`src/sv/fbpa_pkg.sv`:
```
// Package of the fixed block pool allocator: types, codes and fixed field widths.
package fbpa_pkg;

	// Fixed widths of the register and item fields.
	localparam int ADDR_FIELD_W  = 32;
	localparam int SIZE_FIELD_W  = 16;
	localparam int COUNT_FIELD_W = 8;
	localparam int INDEX_FIELD_W = 8;
	localparam int FREE_FIELD_W  = 8;
	localparam int STATUS_W      = 3;
	localparam int REG_INDEX_W   = 2;

	// Effective unit size, rounded up to a multiple of four, needs one bit more.
	localparam int SIZE_W = SIZE_FIELD_W + 1;

	// Configuration register indexes.
	localparam logic [REG_INDEX_W-1:0] REG_BASE  = 2'd0;
	localparam logic [REG_INDEX_W-1:0] REG_SIZE  = 2'd1;
	localparam logic [REG_INDEX_W-1:0] REG_COUNT = 2'd2;

	// Request kinds.
	localparam logic KIND_ALLOC = 1'b0;
	localparam logic KIND_FREE  = 1'b1;

	typedef enum logic [STATUS_W-1:0] {
		STAT_OK         = 3'd0,
		STAT_EMPTY      = 3'd1,
		STAT_MISALIGNED = 3'd2,
		STAT_RANGE      = 3'd3,
		STAT_NOT_USED   = 3'd4
	} status_t;

	typedef enum logic [2:0] {
		S_SWEEP,
		S_IDLE,
		S_ALLOC,
		S_DIV,
		S_CHECK,
		S_FREE
	} state_t;

endpackage

```
`src/sv/fbpa_divider.sv`:
```
// Iterative restoring divider of a pool offset by the effective unit size.
module fbpa_divider
	import fbpa_pkg::*;
#(
	parameter int DW = 32
) (
	input  logic              clk,
	input  logic              arst_n,
	input  logic              start,
	input  logic [DW-1:0]     dividend,
	input  logic [SIZE_W-1:0] divisor,
	output logic              done,
	output logic [DW-1:0]     quotient,
	output logic [SIZE_W-1:0] remainder
);

	localparam int CNTW = $clog2(DW + 1);

	logic [CNTW-1:0]   count_q;
	logic              done_q;
	logic [DW-1:0]     quo_q;
	logic [SIZE_W-1:0] rem_q;
	logic [SIZE_W:0]   trial;
	logic              fits;

	// The dividend shifts out of the top of quo_q while quotient bits enter at the bottom.
	assign trial = {rem_q, quo_q[DW-1]};
	assign fits  = trial >= {1'b0, divisor};

	always_ff @(posedge clk or negedge arst_n) begin
		if (!arst_n) begin
			count_q <= '0;
			done_q  <= 1'b0;
		end else begin
			done_q <= 1'b0;
			if (start) begin
				count_q <= CNTW'(DW);
			end else if (count_q != '0) begin
				count_q <= count_q - 1'b1;
				if (count_q == CNTW'(1)) begin
					done_q <= 1'b1;
				end
			end
		end
	end

	always_ff @(posedge clk) begin
		if (start) begin
			quo_q <= dividend;
			rem_q <= '0;
		end else if (count_q != '0) begin
			quo_q <= {quo_q[DW-2:0], fits};
			rem_q <= fits ? SIZE_W'(trial - {1'b0, divisor}) : trial[SIZE_W-1:0];
		end
	end

	assign done      = done_q;
	assign quotient  = quo_q;
	assign remainder = rem_q;

endmodule

```
`src/sv/fixed_block_pool_allocator_top.sv`:
```
// Top level of the fixed block pool allocator: free queue, used map and request sequencer.
//
// The block hands out and takes back equal-sized units of a pool. A request beat is
// taken at a rising edge with start high and busy low: kind selects allocate or free,
// release_address names the unit to free. Unless a unit_count write cuts it short, each
// request yields exactly one result beat, shown for one cycle with done high:
// unit_address, unit_index, status and free_units. The receiver cannot hold results off;
// the block may take the next request in the very cycle a result is shown, since results
// sit in their own output registers. An allocate on an empty pool is answered straight
// from idle; any other allocate takes a free queue read, then the used-map write and the
// address multiply-add. A free first runs the one-bit-per-cycle divider that turns the
// offset into an index, ends there when it fails alignment or range, and otherwise goes
// on to the used-map read. One request is in flight at a time. Configuration registers
// are written through wr_en, wr_index and wr_data at any edge. After reset, and after
// every write of unit_count, the block sweeps every entry of both memories, refilling
// the free queue in index order and clearing the used map; busy is high during the
// sweep. Base address and unit size writes touch nothing else.
module fixed_block_pool_allocator_top
	import fbpa_pkg::*;
#(
	parameter int MAX_UNITS     = 256,
	parameter int ADDRESS_WIDTH = 32
) (
	input  logic                     clk,
	input  logic                     arst_n,
	input  logic                     start,
	output logic                     busy,
	input  logic                     kind,
	input  logic [ADDR_FIELD_W-1:0]  release_address,
	output logic                     done,
	output logic [ADDR_FIELD_W-1:0]  unit_address,
	output logic [INDEX_FIELD_W-1:0] unit_index,
	output logic [STATUS_W-1:0]      status,
	output logic [FREE_FIELD_W-1:0]  free_units,
	input  logic                     wr_en,
	input  logic [REG_INDEX_W-1:0]   wr_index,
	input  logic [ADDR_FIELD_W-1:0]  wr_data
);

	localparam int AW = ADDRESS_WIDTH;
	localparam int IW = $clog2(MAX_UNITS);
	localparam int CW = $clog2(MAX_UNITS + 1);
	localparam int SW = CW + 1;
	localparam int PW = SIZE_W + IW;
	localparam logic [IW-1:0] LAST_IDX = IW'(MAX_UNITS - 1);
	localparam logic [CW-1:0] MAX_CNT  = CW'(MAX_UNITS);

	// Configuration registers.
	logic [ADDR_FIELD_W-1:0]  base_q;
	logic [SIZE_FIELD_W-1:0]  size_q;
	logic [COUNT_FIELD_W-1:0] count_q;

	// Sequencer and queue pointers.
	state_t        state_q, state_d;
	logic [IW-1:0] sweep_q, sweep_d;
	logic [IW-1:0] head_q, head_d;
	logic [IW-1:0] tail_q, tail_d;
	logic [CW-1:0] fill_q, fill_d;

	// Result registers.
	logic                     done_q, done_d;
	logic [ADDR_FIELD_W-1:0]  addr_q, addr_d;
	logic [INDEX_FIELD_W-1:0] index_q, index_d;
	status_t                  status_q, status_d;
	logic [FREE_FIELD_W-1:0]  free_q, free_d;

	// Memories and their ports.
	logic [IW-1:0] queue_mem [MAX_UNITS];
	logic          used_mem  [MAX_UNITS];
	logic          q_we, m_we, m_wdata;
	logic [IW-1:0] q_waddr, q_wdata, m_waddr;
	logic [IW-1:0] q_rdata_q;
	logic          m_rdata_q;

	// Divider.
	logic              div_start, div_done;
	logic [AW-1:0]     offset, quotient;
	logic [SIZE_W-1:0] remainder;
	logic [IW-1:0]     quo_idx;

	// Derived values.
	logic [SIZE_W-1:0] size_eff;
	logic [CW-1:0]     n_units, n_new;
	logic [PW-1:0]     product;
	logic [AW-1:0]     alloc_addr;
	logic              count_wr;

	// Clamp of a unit count to the capacity of the pool.
	function automatic logic [CW-1:0] clamp_count(input logic [COUNT_FIELD_W-1:0] c);
		logic [COUNT_FIELD_W:0] ext;
		ext = (COUNT_FIELD_W + 1)'(c);
		if (ext > (COUNT_FIELD_W + 1)'(MAX_UNITS)) begin
			return MAX_CNT;
		end
		return CW'(c);
	endfunction

	function automatic logic [IW-1:0] wrap_inc(input logic [IW-1:0] p);
		return (p == LAST_IDX) ? '0 : IW'(p + 1'b1);
	endfunction

	// Sizes of zero to three are taken as four; others round up to a multiple of four.
	assign size_eff = (size_q == '0) ? SIZE_W'(4)
	                                 : ((SIZE_W'(size_q) + SIZE_W'(3)) & ~SIZE_W'(3));
	assign n_units  = clamp_count(count_q);
	assign n_new    = clamp_count(wr_data[COUNT_FIELD_W-1:0]);
	assign count_wr = wr_en && (wr_index == REG_COUNT);

	assign offset     = AW'(release_address) - AW'(base_q);
	assign quo_idx    = quotient[IW-1:0];
	assign product    = PW'(size_eff) * PW'(q_rdata_q);
	assign alloc_addr = AW'(base_q) + AW'(product);

	fbpa_divider #(
		.DW(AW)
	) u_divider (
		.clk      (clk),
		.arst_n   (arst_n),
		.start    (div_start),
		.dividend (offset),
		.divisor  (size_eff),
		.done     (div_done),
		.quotient (quotient),
		.remainder(remainder)
	);

	always_comb begin
		state_d   = state_q;
		sweep_d   = sweep_q;
		head_d    = head_q;
		tail_d    = tail_q;
		fill_d    = fill_q;
		done_d    = 1'b0;
		addr_d    = addr_q;
		index_d   = index_q;
		status_d  = status_q;
		free_d    = free_q;
		q_we      = 1'b0;
		q_waddr   = tail_q;
		q_wdata   = quo_idx;
		m_we      = 1'b0;
		m_waddr   = quo_idx;
		m_wdata   = 1'b0;
		div_start = 1'b0;

		unique case (state_q)
			S_SWEEP: begin
				// Queue entry i holds index i; no unit is marked as handed out.
				q_we    = 1'b1;
				q_waddr = sweep_q;
				q_wdata = sweep_q;
				m_we    = 1'b1;
				m_waddr = sweep_q;
				m_wdata = 1'b0;
				sweep_d = wrap_inc(sweep_q);
				if (sweep_q == LAST_IDX) begin
					state_d = S_IDLE;
				end
			end
			S_IDLE: begin
				if (start) begin
					if (kind == KIND_FREE) begin
						div_start = 1'b1;
						state_d   = S_DIV;
					end else if (fill_q == '0) begin
						done_d   = 1'b1;
						addr_d   = '0;
						index_d  = '0;
						status_d = STAT_EMPTY;
						free_d   = FREE_FIELD_W'(fill_q);
					end else begin
						state_d = S_ALLOC;
					end
				end
			end
			S_ALLOC: begin
				// The head entry was read at the accepting edge.
				m_we     = 1'b1;
				m_waddr  = q_rdata_q;
				m_wdata  = 1'b1;
				head_d   = wrap_inc(head_q);
				fill_d   = fill_q - 1'b1;
				done_d   = 1'b1;
				addr_d   = ADDR_FIELD_W'(alloc_addr);
				index_d  = INDEX_FIELD_W'(q_rdata_q);
				status_d = STAT_OK;
				free_d   = FREE_FIELD_W'(fill_q - 1'b1);
				state_d  = S_IDLE;
			end
			S_DIV: begin
				if (div_done) begin
					state_d = S_CHECK;
				end
			end
			S_CHECK: begin
				addr_d  = '0;
				index_d = '0;
				free_d  = FREE_FIELD_W'(fill_q);
				priority if (remainder != '0) begin
					done_d   = 1'b1;
					status_d = STAT_MISALIGNED;
					state_d  = S_IDLE;
				end else if (quotient >= AW'(n_units)) begin
					done_d   = 1'b1;
					status_d = STAT_RANGE;
					state_d  = S_IDLE;
				end else begin
					// The used-map entry of the quotient is read at this edge.
					state_d = S_FREE;
				end
			end
			S_FREE: begin
				done_d  = 1'b1;
				addr_d  = '0;
				state_d = S_IDLE;
				if (!m_rdata_q) begin
					index_d  = '0;
					status_d = STAT_NOT_USED;
					free_d   = FREE_FIELD_W'(fill_q);
				end else begin
					m_we     = 1'b1;
					m_waddr  = quo_idx;
					m_wdata  = 1'b0;
					q_we     = 1'b1;
					q_waddr  = tail_q;
					q_wdata  = quo_idx;
					tail_d   = wrap_inc(tail_q);
					fill_d   = fill_q + 1'b1;
					index_d  = INDEX_FIELD_W'(quo_idx);
					status_d = STAT_OK;
					free_d   = FREE_FIELD_W'(fill_q + 1'b1);
				end
			end
			default: begin
				state_d = S_SWEEP;
				sweep_d = '0;
			end
		endcase

		// A unit count write re-creates the pool and restarts the sweep.
		if (count_wr) begin
			state_d = S_SWEEP;
			sweep_d = '0;
			head_d  = '0;
			tail_d  = (n_new == MAX_CNT) ? '0 : IW'(n_new);
			fill_d  = n_new;
		end
	end

	always_ff @(posedge clk or negedge arst_n) begin
		if (!arst_n) begin
			state_q <= S_SWEEP;
			sweep_q <= '0;
			head_q  <= '0;
			tail_q  <= '0;
			fill_q  <= '0;
			done_q  <= 1'b0;
			base_q  <= '0;
			size_q  <= SIZE_FIELD_W'(4);
			count_q <= '0;
		end else begin
			state_q <= state_d;
			sweep_q <= sweep_d;
			head_q  <= head_d;
			tail_q  <= tail_d;
			fill_q  <= fill_d;
			done_q  <= done_d;
			if (wr_en) begin
				unique case (wr_index)
					REG_BASE:  base_q  <= wr_data;
					REG_SIZE:  size_q  <= wr_data[SIZE_FIELD_W-1:0];
					REG_COUNT: count_q <= wr_data[COUNT_FIELD_W-1:0];
					default:   ;
				endcase
			end
		end
	end

	always_ff @(posedge clk) begin
		addr_q   <= addr_d;
		index_q  <= index_d;
		status_q <= status_d;
		free_q   <= free_d;
	end

	// Free queue: one write port, one registered read port at the head.
	always_ff @(posedge clk) begin
		if (q_we) begin
			queue_mem[q_waddr] <= q_wdata;
		end
		q_rdata_q <= queue_mem[head_q];
	end

	// Used map: one write port, one registered read port at the divider's quotient.
	always_ff @(posedge clk) begin
		if (m_we) begin
			used_mem[m_waddr] <= m_wdata;
		end
		m_rdata_q <= used_mem[quo_idx];
	end

	assign busy         = (state_q != S_IDLE);
	assign done         = done_q;
	assign unit_address = addr_q;
	assign unit_index   = index_q;
	assign status       = status_q;
	assign free_units   = free_q;

	// Head plus fill, taken round the queue, must land on the tail.
	logic [SW-1:0] wrap_sum, wrap_pos;
	assign wrap_sum = SW'(head_q) + SW'(fill_q);
	assign wrap_pos = (wrap_sum >= SW'(MAX_UNITS)) ? SW'(wrap_sum - SW'(MAX_UNITS)) : wrap_sum;

	a_queue_consistent: assert property (@(posedge clk) disable iff (!arst_n)
		(fill_q <= MAX_CNT) && (IW'(wrap_pos) == tail_q))
		else $error("free queue pointers and fill count disagree");

	a_alloc_result: assert property (@(posedge clk) disable iff (!arst_n)
		(state_q == S_ALLOC) && !count_wr |=> done_q && (status_q == STAT_OK) && !busy)
		else $error("allocate did not deliver its result");

	a_fail_zeroes: assert property (@(posedge clk) disable iff (!arst_n)
		done_q && (status_q != STAT_OK) |-> (unit_index == '0) && (unit_address == '0))
		else $error("failed request carries an index or address");

endmodule
```
`config.mk`:
```
export PLATFORM = sky130hd
export DESIGN_NAME = fixed_block_pool_allocator_top
export DESIGN_NICKNAME = d
export VERILOG_FILES = /design/src/sv/fbpa_pkg.sv /design/src/sv/fbpa_divider.sv /design/src/sv/fixed_block_pool_allocator_top.sv
export SDC_FILE = /design/constraint.sdc
export NUM_CORES = 2
export LEC_CHECK = 0
export BUFFER_PORTS_ARGS = -buffer_cell sky130_fd_sc_hd__buf_2
export CAP_MARGIN = 10
export CORE_UTILIZATION = 50
export CTS_CLUSTER_DIAMETER = 30
export DETAILED_ROUTE_END_ITERATION = 7
export GPL_TIMING_DRIVEN = 0
export PLACE_DENSITY = 0.65
export SETUP_SLACK_MARGIN = 0.4
export SLEW_MARGIN = 25
export SYNTH_ARGS = -nofsm -noshare
export SYNTH_HDL_FRONTEND = slang
export SYNTH_SLANG_ARGS = --single-unit
```
`constraint.sdc`:
```
create_clock -name clk -period 15.1 [get_ports clk]
set_clock_uncertainty 0.15 [all_clocks]
set_input_delay 1.51 -clock clk [delete_from_list [all_inputs] [get_ports clk]]
set_output_delay 1.51 -clock clk [all_outputs]
set_load 0.01 [all_outputs]
```
==> out/metrics.json <==
{
  "run_status": {"value": "completed"},
  "crit_path_top_delay_cell": {"value": "sky130_fd_sc_hd__a311oi_1"},
  "remaining_max_slew_budget_at_the_tightest_pin": {"value": 20.1, "unit": "%"},
  "timing.critical_path.fanout_max": {"value": 9},
  "synth_cell_types": {"value": 74},
  "die_w": {"value": 464, "unit": "um"},
  "fp.coreArea": {"value": 212000, "unit": "um2"},
  "routed_via_density": {"value": 6.50},
  "synthToLayoutAreaGrowth": {"value": 21.1, "unit": "%"},
  "cts_setup_buffers": {"value": 0},
  "antenna_violating_nets_post_route": {"value": 0},
  "static-leakage-power": {"value": 43.6, "unit": "nW"},
  "max_slew.worst_pin.slew": {"value": 1.17, "unit": "ns"},
  "number_of_antenna_violations_at_the_first_check_in_global_routing": {"value": 18},
  "synth.top_cells.by_area": {"value": "sky130_fd_sc_hd__edfxtp_1, sky130_fd_sc_hd__mux4_2, sky130_fd_sc_hd__nor2_1"},
  "floorplan.initialDensity": {"value": 50.3, "unit": "%"},
  "critPathBufInv": {"value": 1},
  "ys.warnings.count": {"value": 0},
  "setup_viol_count_final": {"value": 0},
  "worst_ep_arrival_time": {"value": 9.05, "unit": "ns"},
  "setup.worst_path.end_class": {"value": "flip-flop"},
  "slack_of_the_worst_reg_to_reg_path": {"value": 6.54, "unit": "ns"},
  "worstSetupStartpointType": {"value": "flip-flop"},
  "place_hpwl": {"value": 242000, "unit": "um"},
  "cts_hold_repair.buffers": {"value": 0},
  "ctsRootBufferMaster": {"value": "sky130_fd_sc_hd__clkbuf_16"},
  "std_cell_rows": {"value": 169},
  "detailroute.via_count": {"value": 64768},
  "pin_count": {"value": 124},
  "timing_worst_setup_path_type": {"value": "reg2reg"},
  "post_synth_most_frequent_cells": {"value": "sky130_fd_sc_hd__edfxtp_1, sky130_fd_sc_hd__nor2_1, sky130_fd_sc_hd__mux4_2"},
  "tritoncts": {"value": "built"},
  "cp_cell_sequence": {"value": "o21a_1 > nand4_1 > nor2_1 > nand4_1 > nor2_1 > nand3_1 > nor2_1 > xor2_1 > nand2_1 > fa_1 > inv_1 > fa_1 > fa_1 > fa_1 > ha_1 > a21o_1 > a2111oi_0 > nor2_1 > a31o_1 > a31oi_1 > o21ai_1 > a311oi_1 > or3_1 > a21oi_1"},
  "total_count_of_max_transition_violations_in_the_final_report": {"value": 0},
  "irDropWorstVdd": {"value": 468, "unit": "uV"},
  "r2r_end": {"value": "unit_address[31]$_SDFFCE_PN0P_"},
  "design.die.area": {"value": 215000, "unit": "um2"},
  "cts_max_level": {"value": 5},
  "final_period_minus_worst_setup_slack": {"value": 8.56, "unit": "ns"},
  "kind_of_cell_adding_the_most_delay_to_the_critical_path": {"value": "compound AO/OA/AOI/OAI gates"},
  "synth_sequential_area_ratio": {"value": 70.1, "unit": "%"},
  "clockBufferDepth": {"value": 4},
  "wire_length_of_the_first_global_routing_pass": {"value": 496000, "unit": "um"},
  "min_period_over_period": {"value": 56.7, "unit": "%"},
  "gr-total-overflow": {"value": 0},
  "layout.nets": {"value": 7024},
  "globalRouteTotalUtil": {"value": 33.7, "unit": "%"},
  "worst_path_largest_cell_delay": {"value": 0.70, "unit": "ns"},
  "number_of_global_route_vias_before_repair": {"value": 63091},
  "final_util": {"value": 60.9, "unit": "%"},
  "required": {"value": 15.59, "unit": "ns"},
  "drt_drc_violations_left": {"value": 0},
  "finalHoldViolations": {"value": 0},
  "gp_congestion": {"value": 0.972},
  "drt_wl_total": {"value": 363000, "unit": "um"},
  "fmax": {"value": 0.117, "unit": "GHz"},
  "synthesis.area": {"value": 107000, "unit": "um2"},
  "grt_start_max_net_pins": {"value": 77},
  "r2r.worst_path.cells": {"value": 24},
  "synth_seq_cells": {"value": 2513},
  "synth_largest_area_cell": {"value": "sky130_fd_sc_hd__edfxtp_1"},
  "cts_made_buffers": {"value": 468},
  "synth-edff-count": {"value": 2387},
  "max_capacitance_violation_total": {"value": 0},
  "post_cts_resized": {"value": 0},
  "clk_pin_slew": {"value": 0.05, "unit": "ns"},
  "final_layout_size_suffix_gt1_share": {"value": 26.9, "unit": "%"},
  "finish.cell_count_without_fillers": {"value": 9960},
  "placement.io_buffers": {"value": 123},
  "drt_iter0_drcs": {"value": 10068},
  "syn-instance-count": {"value": 6057},
  "avgSynthCellArea": {"value": 17.6, "unit": "um2"},
  "cts.sink_count": {"value": 2513},
  "clock_insertion_delay_worst_skew": {"value": 1.03, "unit": "ns"},
  "rsz_0062_raised_after_global_routing": {"value": "no"},
  "reg2reg_from": {"value": "size_q[2]$_DFFE_PN1P_"},
  "synth_top_cell_area_share": {"value": 67.3, "unit": "%"},
  "synthFlopType": {"value": "sky130_fd_sc_hd__edfxtp_1"},
  "number_of_nets_produced_by_synthesis": {"value": 6339},
  "hp-class": {"value": "in2async"},
  "drt-wirelength-per-cell": {"value": 36.5, "unit": "um"},
  "postSynth.asyncResetShare": {"value": 3.98, "unit": "%"},
  "library_cell_with_the_highest_instance_count_after_synthesis": {"value": "sky130_fd_sc_hd__edfxtp_1"},
  "drt_pass1_iterations": {"value": 6},
  "die_y": {"value": 464, "unit": "um"},
  "power_density": {"value": 241, "unit": "nW/um2"},
  "place_inst": {"value": 9092}
}
cell type report:
class,instances,area (um2)
Sequential cell,2513,74700
Clock buffer,524,12000
Buffer,334,1580
Antenna cell,15,37.5
Inverter,201,754
Clock inverter,328,3690
Timing Repair Buffer,215,2940
Tap cell,2821,3530
Fill cell,15160,82800
Multi-Input combinational cell,3009,29800
metal layers:
layer,share of wire [%],vias up,global-route usage (%)
met3,13,1172,10.9
li1,-,25315,-
met2,45,4973,50.6
met1,35,33296,43.1
met4,6.8,12,19.7
met5,0.092,-,0.891
per-stage QoR:
stage | hold slack, ns | power, mW | area (um2) | worst slack, ns | setup TNS, ns
after floorplan | 0.303 | 16.6 | 107000 | 1.79 | 0
after global placement | 0.316 | 20.7 | 111000 | -10.42 | -2656.33
after detailed placement | 0.325 | 20.6 | 113000 | 6.67 | 0
after CTS | 0.249 | 30.9 | 129000 | 6.62 | 0
after global routing | 0.280 | 32.1 | 129000 | 6.01 | 0
final | 0.275 | 31.1 | 129000 | 6.54 | 0
report_power, final:
group          leakage [nW]  switching [mW]  internal (mW)  total, mW
registers              23.1           0.231           9.24       9.47
clock network          7.58            3.57           6.82       10.4
logic                  13.0            7.25           4.03       11.3
placed cells by master (no fill, tap or decap), types with 26 or more instances in the layout:
cell type | Yosys | routed
sky130_fd_sc_hd__a21oi_1 | 113 | 112
sky130_fd_sc_hd__inv_1 | 199 | 199
sky130_fd_sc_hd__clkbuf_16 | 0 | 470
sky130_fd_sc_hd__xor2_1 | 36 | 36
sky130_fd_sc_hd__inv_6 | 0 | 28
sky130_fd_sc_hd__mux2_2 | 84 | 84
sky130_fd_sc_hd__clkinvlp_4 | 0 | 41
sky130_fd_sc_hd__bufinv_16 | 0 | 66
sky130_fd_sc_hd__clkbuf_2 | 0 | 71
sky130_fd_sc_hd__xnor2_1 | 41 | 38
sky130_fd_sc_hd__fa_1 | 101 | 101
sky130_fd_sc_hd__buf_4 | 27 | 28
sky130_fd_sc_hd__a21o_1 | 33 | 33
sky130_fd_sc_hd__nor2_1 | 669 | 649
sky130_fd_sc_hd__clkbuf_1 | 204 | 184
sky130_fd_sc_hd__clkinv_1 | 0 | 70
sky130_fd_sc_hd__dfxtp_1 | 26 | 26
sky130_fd_sc_hd__nand3_1 | 41 | 41
sky130_fd_sc_hd__mux4_2 | 642 | 642
sky130_fd_sc_hd__ha_1 | 110 | 110
sky130_fd_sc_hd__buf_16 | 0 | 70
sky130_fd_sc_hd__and2_1 | 45 | 45
sky130_fd_sc_hd__nor3_1 | 58 | 58
sky130_fd_sc_hd__clkinv_4 | 0 | 47
sky130_fd_sc_hd__edfxtp_1 | 2387 | 2387
sky130_fd_sc_hd__o21ai_0 | 165 | 162
sky130_fd_sc_hd__clkinv_2 | 0 | 68
sky130_fd_sc_hd__o22ai_1 | 49 | 49
sky130_fd_sc_hd__nand2b_1 | 30 | 30
sky130_fd_sc_hd__dfrtp_1 | 99 | 99
sky130_fd_sc_hd__buf_2 | 78 | 212
sky130_fd_sc_hd__mux2i_1 | 82 | 82
sky130_fd_sc_hd__and3_1 | 30 | 30
sky130_fd_sc_hd__nor2b_1 | 58 | 58
sky130_fd_sc_hd__nand2_1 | 356 | 347
worst register-to-register path, delay by kind of cell (launching register included):
family / cells / cell delay [ns]
AND/OR/NAND/NOR: 9 / 1.99
adder cells (fa/ha/maj): 5 / 2.34
XOR/XNOR: 1 / 0.56
buffers and inverters: 1 / 0.06
flip-flops: 1 / 0.55
AO/OA/AOI/OAI: 8 / 2.61
how the worst max path moves through the flow:
stage,depth (start not counted),end,slack (ns),from
5_1_grt,24,unit_address[29]$_SDFFCE_PN0P_,6.01,size_q[2]$_DFFE_PN1P_
3_3_place_gp,5,queue_mem[202][0]$_DFFE_PP_,-10.42,state_q[0]$_DFFE_PN0P_
4_1_cts,24,unit_address[31]$_SDFFCE_PN0P_,6.62,size_q[2]$_DFFE_PN1P_
2_1_floorplan,5,queue_mem[0][0]$_DFFE_PP_,1.79,state_q[2]$_DFFE_PN0P_
6_report,24,unit_address[31]$_SDFFCE_PN0P_,6.54,size_q[2]$_DFFE_PN1P_
3_5_place_dp,24,unit_address[31]$_SDFFCE_PN0P_,6.67,size_q[2]$_DFFE_PN1P_
cells by family (layout without fill, tap and decap cells):
family / after synthesis / count (layout) / synth area share (%)
adder cells (fa/ha/maj): 211 / 211 / 3.19
buffers and inverters: 535 / 1602 / 2.09
other: 0 / 15 / 0
AND/OR/NAND/NOR: 1383 / 1383 / 5.64
XOR/XNOR: 77 / 77 / 0.633
flip-flops: 2513 / 2513 / 70.1
AO/OA/AOI/OAI: 530 / 530 / 3.12
multiplexers: 808 / 808 / 15.2
sequential cells by signal, summed over array words and instances (netlist names), 9 cells and up:
signal and cells:
u_divider.remainder 17, fill_q 9, queue_mem 2048, used_mem 256, u_divider.quotient 32, unit_address 32
base_q 32, size_q 16
Note: power is estimated with default switching activity, not from simulation.
